File: src/mma_pkg.sv
package mma_pkg;

   localparam int SAMPLE_W = 12;
   localparam int NUM_CH   = 3;
   localparam int WORD_W   = SAMPLE_W * NUM_CH;
   localparam int SEL_W    = 2;

   localparam logic [SAMPLE_W-1:0] AVG_MAX = {SAMPLE_W{1'b1}};

   // channel codes of avg_channel
   localparam logic [SEL_W-1:0] SEL_CH0 = 2'd0;
   localparam logic [SEL_W-1:0] SEL_CH1 = 2'd1;
   localparam logic [SEL_W-1:0] SEL_CH2 = 2'd2;

   typedef struct packed {
      logic [SAMPLE_W-1:0] sample_ch0;
      logic [SAMPLE_W-1:0] sample_ch1;
      logic [SAMPLE_W-1:0] sample_ch2;
      logic [SEL_W-1:0]    avg_channel;
   } req_type;

   typedef struct packed {
      logic [SAMPLE_W-1:0] avg_ch0;
      logic [SAMPLE_W-1:0] avg_ch1;
      logic [SAMPLE_W-1:0] avg_ch2;
      logic [SAMPLE_W-1:0] selected_avg;
   } rsp_type;

   // control from the pipeline to the sum unit
   typedef struct packed {
      logic             update;
      logic             old_valid;
      logic [SEL_W-1:0] sel;
   } sum_ctl_type;

endpackage

File: src/mma_ram.sv
module mma_ram #(
   parameter int WIDTH = 36,
   parameter int DEPTH = 16
) (
   input  logic                     clock,
   input  logic                     wr_en,
   input  logic [$clog2(DEPTH)-1:0] wr_addr,
   input  logic [WIDTH-1:0]         wr_data,
   input  logic                     rd_en,
   input  logic [$clog2(DEPTH)-1:0] rd_addr,
   output logic [WIDTH-1:0]         rd_data
);

   logic [WIDTH-1:0] mem_ff [DEPTH];
   logic [WIDTH-1:0] rd_data_ff;

   // read-before-write on a shared address
   always_ff @(posedge clock) begin
      if (rd_en) begin
         rd_data_ff <= mem_ff[rd_addr];
      end
      if (wr_en) begin
         mem_ff[wr_addr] <= wr_data;
      end
   end

   assign rd_data = rd_data_ff;

endmodule

File: src/mma_sum_unit.sv
module mma_sum_unit #(
   parameter int DEPTH     = 16,
   parameter int AVG_SHIFT = 4
) (
   input  logic                  clock,
   input  logic                  reset,
   input  mma_pkg::sum_ctl_type  ctl,
   input  logic [mma_pkg::WORD_W-1:0] new_word,
   input  logic [mma_pkg::WORD_W-1:0] old_word,
   output mma_pkg::rsp_type      avg
);
   import mma_pkg::*;

   localparam int SUM_W = SAMPLE_W + $clog2(DEPTH);

   logic [SUM_W-1:0]    sum_ff  [NUM_CH];
   logic [SUM_W-1:0]    sum_in  [NUM_CH];
   logic [SUM_W-1:0]    shifted [NUM_CH];
   logic [SAMPLE_W-1:0] ch_avg  [NUM_CH];
   logic [SAMPLE_W-1:0] old_s   [NUM_CH];

   always_comb begin
      for (int c = 0; c < NUM_CH; c++) begin
         // slot never written since reset reads as zero
         old_s[c]   = ctl.old_valid ? old_word[c*SAMPLE_W +: SAMPLE_W] : '0;
         sum_in[c]  = sum_ff[c] - SUM_W'(old_s[c])
                      + SUM_W'(new_word[c*SAMPLE_W +: SAMPLE_W]);
         shifted[c] = sum_in[c] >> AVG_SHIFT;
         ch_avg[c]  = (shifted[c] > SUM_W'(AVG_MAX)) ? AVG_MAX
                                                      : shifted[c][SAMPLE_W-1:0];
      end
   end

   always_ff @(posedge clock) begin
      if (reset) begin
         for (int c = 0; c < NUM_CH; c++) begin
            sum_ff[c] <= '0;
         end
      end else if (ctl.update) begin
         for (int c = 0; c < NUM_CH; c++) begin
            sum_ff[c] <= sum_in[c];
         end
      end
   end

   always_comb begin
      avg.avg_ch0 = ch_avg[0];
      avg.avg_ch1 = ch_avg[1];
      avg.avg_ch2 = ch_avg[2];
      case (ctl.sel)
         SEL_CH0: avg.selected_avg = ch_avg[0];
         SEL_CH1: avg.selected_avg = ch_avg[1];
         SEL_CH2: avg.selected_avg = ch_avg[2];
         default: avg.selected_avg = '0;
      endcase
   end

endmodule

File: src/multichannel_moving_average.sv
// Three-channel boxcar moving average over converter scans.
// Request channel (req_): one item per scan, three 12-bit samples and the
// channel number whose average goes to selected_avg (code 3 gives zero).
// Response channel (rsp_): one item per request, the window average of each
// channel after that scan and the selected one, saturated at 4095.
// Both channels use valid/stall; an item moves when valid is high and stall
// is low.
// An accepted item passes through the read stage and then the response
// register. Throughput: one item per cycle while req_stall is low; the oldest
// samples are read and the new ones written at the same slot on the accepting
// edge, while the sum stage finishes the previous item.
// Samples live in one DEPTH x 36 memory, one row per write slot. Running sums
// are kept in flops and updated with new minus oldest sample.
// Reset: sums and write slot clear at once; until the slot first wraps, the
// oldest sample reads as zero, so no clearing pass is needed.
// Receiver stall: the response register holds; one more item is taken into
// the read stage, after which req_stall rises until the response drains.
module multichannel_moving_average #(
   parameter int DEPTH     = 16,
   parameter int AVG_SHIFT = 4
) (
   input  logic             clock,
   input  logic             reset,
   input  logic             req_valid,
   output logic             req_stall,
   input  mma_pkg::req_type req_data,
   output logic             rsp_valid,
   input  logic             rsp_stall,
   output mma_pkg::rsp_type rsp_data
);
   import mma_pkg::*;

   localparam int SLOT_W = $clog2(DEPTH);

   // write slot and wrap flag
   logic [SLOT_W-1:0] slot_ff, slot_in;
   logic              wrapped_ff, wrapped_in;

   // read stage: item waiting for its oldest samples
   logic              s1_valid_ff, s1_valid_in;
   logic [WORD_W-1:0] s1_word_ff;
   logic [SEL_W-1:0]  s1_sel_ff;
   logic              s1_old_valid_ff;

   // response register
   logic              rsp_valid_ff, rsp_valid_in;
   rsp_type           rsp_ff;

   logic              accept;
   logic              advance;
   logic [WORD_W-1:0] req_word;
   logic [WORD_W-1:0] old_word;
   sum_ctl_type       ctl;
   rsp_type           avg;

   assign req_word = {req_data.sample_ch2, req_data.sample_ch1, req_data.sample_ch0};

   // read stage moves on when the response register is free or being taken
   assign advance   = s1_valid_ff && (!rsp_valid_ff || !rsp_stall);
   assign req_stall = s1_valid_ff && rsp_valid_ff && rsp_stall;
   assign accept    = req_valid && !req_stall;

   // oldest samples read and new ones written at the same slot
   mma_ram #(
      .WIDTH (WORD_W),
      .DEPTH (DEPTH)
   ) u_ring (
      .clock   (clock),
      .wr_en   (accept),
      .wr_addr (slot_ff),
      .wr_data (req_word),
      .rd_en   (accept),
      .rd_addr (slot_ff),
      .rd_data (old_word)
   );

   assign ctl.update    = advance;
   assign ctl.old_valid = s1_old_valid_ff;
   assign ctl.sel       = s1_sel_ff;

   mma_sum_unit #(
      .DEPTH     (DEPTH),
      .AVG_SHIFT (AVG_SHIFT)
   ) u_sum (
      .clock    (clock),
      .reset    (reset),
      .ctl      (ctl),
      .new_word (s1_word_ff),
      .old_word (old_word),
      .avg      (avg)
   );

   always_comb begin
      slot_in    = slot_ff;
      wrapped_in = wrapped_ff;
      if (accept) begin
         if (slot_ff == SLOT_W'(DEPTH - 1)) begin
            slot_in    = '0;
            wrapped_in = 1'b1;
         end else begin
            slot_in = slot_ff + 1'b1;
         end
      end
   end

   assign s1_valid_in  = accept || (s1_valid_ff && !advance);
   assign rsp_valid_in = advance || (rsp_valid_ff && rsp_stall);

   always_ff @(posedge clock) begin
      if (reset) begin
         slot_ff      <= '0;
         wrapped_ff   <= 1'b0;
         s1_valid_ff  <= 1'b0;
         rsp_valid_ff <= 1'b0;
      end else begin
         slot_ff      <= slot_in;
         wrapped_ff   <= wrapped_in;
         s1_valid_ff  <= s1_valid_in;
         rsp_valid_ff <= rsp_valid_in;
      end
   end

   always_ff @(posedge clock) begin
      if (accept) begin
         s1_word_ff      <= req_word;
         s1_sel_ff       <= req_data.avg_channel;
         s1_old_valid_ff <= wrapped_ff;
      end
      if (advance) begin
         rsp_ff <= avg;
      end
   end

   assign rsp_valid = rsp_valid_ff;
   assign rsp_data  = rsp_ff;

endmodule
File: config.mk
export PLATFORM = sky130hd
export DESIGN_NAME = multichannel_moving_average
export DESIGN_NICKNAME = d
export VERILOG_FILES = /design/src/mma_pkg.sv /design/src/mma_ram.sv /design/src/mma_sum_unit.sv /design/src/multichannel_moving_average.sv
export SDC_FILE = /design/constraint.sdc
export NUM_CORES = 1
export LEC_CHECK = 0
export BUFFER_PORTS_ARGS = -buffer_cell sky130_fd_sc_hd__clkbuf_2
export CORE_MARGIN = 2
export CORE_UTILIZATION = 30
export CTS_BUF_LIST = sky130_fd_sc_hd__clkbuf_8
export DETAILED_ROUTE_END_ITERATION = 6
export GPL_TIMING_DRIVEN = 0
export MAX_ROUTING_LAYER = met4
export PLACE_DENSITY = 0.51
export SYNTH_ARGS = -nofsm -noshare
export SYNTH_HDL_FRONTEND = slang
export SYNTH_HIERARCHICAL = 1
export SYNTH_SLANG_ARGS = --single-unit
File: constraint.sdc
create_clock -name clock -period 13.45 [get_ports clock]
set_input_delay 2.69 -clock clock [delete_from_list [all_inputs] [get_ports clock]]
set_output_delay 2.69 -clock clock [all_outputs]
set_load 0.05 [all_outputs]
==> results.cfg <==
[clock_network]
numCtsBuffers = 131
clk_pin_slew_worst_paths_ns = 0.05
clockRootBuffer = clkbuf_8
postCtsHoldBufs = 0
clk_latency_ns = 0.80
cts_tree = yes
cts_resized = 0
htree_num_levels = 4
clock-sinks = 754
cts_buffer_depth = 3
post_cts_buffers = 0

[placement]
dp.final_hpwl_um = 52300
gp_congestion = 0.796
portBuffers = 91
post-place-ws_ns = 7.34

[setup_path]
critPathKind = in2out
reg2reg_from = s1_old_valid_ff$_DFFE_PP_
cp_max_fo = 6
arrival_ns = 3.42
end_kind = output port
r2r_slack_ns = 9.21
critPathLaunchType = input pin
startpoint = rsp_stall
endpoint = req_stall
cp.required_ns = 10.76
timing.rr.end = rsp_data[27]$_DFFE_PP_
reg2reg_depth = 12

[sta]
whs_ns = 0.441
setup_violations = 0
drv_slew = 0
skew_ns = 0.0636
tns_ns = 0
fmax_mhz = 164
worstMarginPinSlew_ns = 1.22
slew_headroom_pct = 18.4
finalHoldViolations = 0
layout_setup_ws_ns = 7.34
fin_crit_ns = 6.11
rsz0062_at_grt = false
finalCritPeriodShare_pct = 45.4

[synthesis]
netlist_instances = 1723
synth_most_common_cell = edfxtp_1
synth_area_per_cell_sq_um = 18.1
ys_warn_count = 6
ys_types = 64
synth_edf_count = 747
postSynth.asyncResetShare_pct = 0
synth.cell_area_sq_um = 31200
ys_ff_latch = 754
yosys.area.top_type = edfxtp_1
synth_seq_area_share_pct = 72.4
synthTopCellsByArea = edfxtp_1 72%, mux4_2 10%, fa_1 2.3%
synth_flop_cell = edfxtp_1
synth_common_cells = 747 x edfxtp_1, 169 x inv_1, 144 x mux4_2, 72 x a22oi_1, 67 x nor2_1
syn-num-nets = 1850
synth_top_area_share_pct = 71.9

[route]
drc = 0
wl_met3_um = 4110
wl_met2_um = 36800
highest_layer = met4
viasPerCell = 4.68
ant_nets = 0
wl_met1_um = 33100
num_vias = 16200
drt-wirelength-per-cell_um = 21.8
firstDrtPassIters = 5
initialDrtViolationCount = 1200
finalWirelength_um = 75500

[global_routing]
gr-total-overflow = 0
grt_pass1_wl_um = 112000
grt_pass1_vias = 17200
grt_antenna_before_repair = 4
gr-usage-all-layers_pct = 14.7
grt_max_degree = 49

[finish]
areaGrowthSynthToFinish_pct = 16.8
fillers = 9892
nets = 2107
drive_gt1_share_pct = 23.7

[outcome]
outcome = complete, no violations

[die]
rows = 118
initial_core_util_pct = 30.2
fp.dieW_um = 326
fp.dieH_um = 326
fp.dieArea_sq_um = 107000
ioPinCount = 92
fp.coreArea_sq_um = 103000

[pwr]
ir_worst_vdd_mv = 0.0909
cellLeakagePower_nw = 12.5
powerDensity_nw_per_um2 = 152

[flow_run]
cap_viol_max_count = 0

[min_path]
worst_hold_path_type = reg2reg
[cell type report]
| cell class | count | area (sq um) | area share [%] |
|---|---|---|---|
| clock inverters | 94 | 584 | 1.60 |
| repair buffers | 124 | 967 | 2.65 |
| plain buffers | 59 | 304 | 0.834 |
| diodes | 6 | 15.0 | 0.0412 |
| well taps | 1380 | 1730 | 4.74 |
| inverters | 171 | 642 | 1.76 |
| flip-flops and latches | 754 | 22600 | 61.9 |
| multi-input cells | 739 | 7800 | 21.4 |
| clock buffers | 133 | 1830 | 5.02 |
[critical path, cell delays in order]
cell and delay (ns):
clkbuf_2 0.13, nand3_2 0.14, inv_2 0.16, clkbuf_2 0.30
[sequential cells by signal (all words and copies together), names as in the netlist]
register and count:
u_sum/sum_ff 48, rsp_data 48, s1_valid_ff 1, rsp_valid 1, s1_word_ff 36, wrapped_ff 1
s1_sel_ff 2, u_ring/rd_data 36, u_ring/mem_ff 576, s1_old_valid_ff 1, slot_ff 4
[per-stage QoR]
stage | power [mW] | util (%) | area [sq um] | instances
after CTS | 5.62 | 35.2 | 36400 | 3453
after floorplan | 3.35 | - | 31200 | 1723
after global placement | 3.62 | 32.3 | 33400 | 3194
after detailed placement | 3.64 | 32.9 | 34000 | 3226
after global routing | 5.80 | 35.3 | 36400 | 3457
final | 5.53 | 35.3 | 36400 | 3460
[layer usage]
| metal | up-vias | GRT usage [%] |
|---|---|---|
| met5 | - | - |
| met4 | 0 | 4.46 |
| met3 | 110 | 3.38 |
| met2 | 415 | 23.4 |
| met1 | 8424 | 18.8 |
| li1 | 7232 | - |
[how the worst min path moves through the flow]
stage / cells past startpoint / to / from
after floorplan: 0 / s1_old_valid_ff$_DFFE_PP_ / wrapped_ff$_SDFFE_PP0P_
after global placement: 0 / s1_old_valid_ff$_DFFE_PP_ / wrapped_ff$_SDFFE_PP0P_
after detailed placement: 0 / s1_old_valid_ff$_DFFE_PP_ / wrapped_ff$_SDFFE_PP0P_
after CTS: 0 / s1_old_valid_ff$_DFFE_PP_ / wrapped_ff$_SDFFE_PP0P_
after global routing: 0 / s1_old_valid_ff$_DFFE_PP_ / wrapped_ff$_SDFFE_PP0P_
final: 0 / s1_old_valid_ff$_DFFE_PP_ / wrapped_ff$_SDFFE_PP0P_
[logic make-up after synthesis]
group	synth area share, %
simple gates	4.04
compound gates	4.80
xor+xnor	0.870
flops	72.4
fa+ha+maj	4.28
buf+inv	3.03
mux	10.6
[where the power goes]
group	leakage [nW]	switching [mW]	internal, mW	total [mW]
logic	4.14	0.564	0.285	0.849
registers	6.95	0.0271	2.70	2.73
clock network	1.37	0.935	1.02	1.96
total	12.5	1.53	4.01	5.53
[placed cells by master, fill, tap and decap left out, types with 15 or more instances in the layout]
cell type and count:
edfxtp_1 747, clkbuf_1 30, fa_1 36, buf_6 19
nor2_1 54, ha_1 49, buf_2 15, a22oi_1 72
xnor2_1 18, o21ai_0 32, mux4_2 144, clkinv_1 25
a21oi_1 36, buf_12 16, and2_1 57, clkbuf_2 91
inv_1 210, clkbuf_8 133, nand2_1 57
Power figures use the tool's default switching activity.
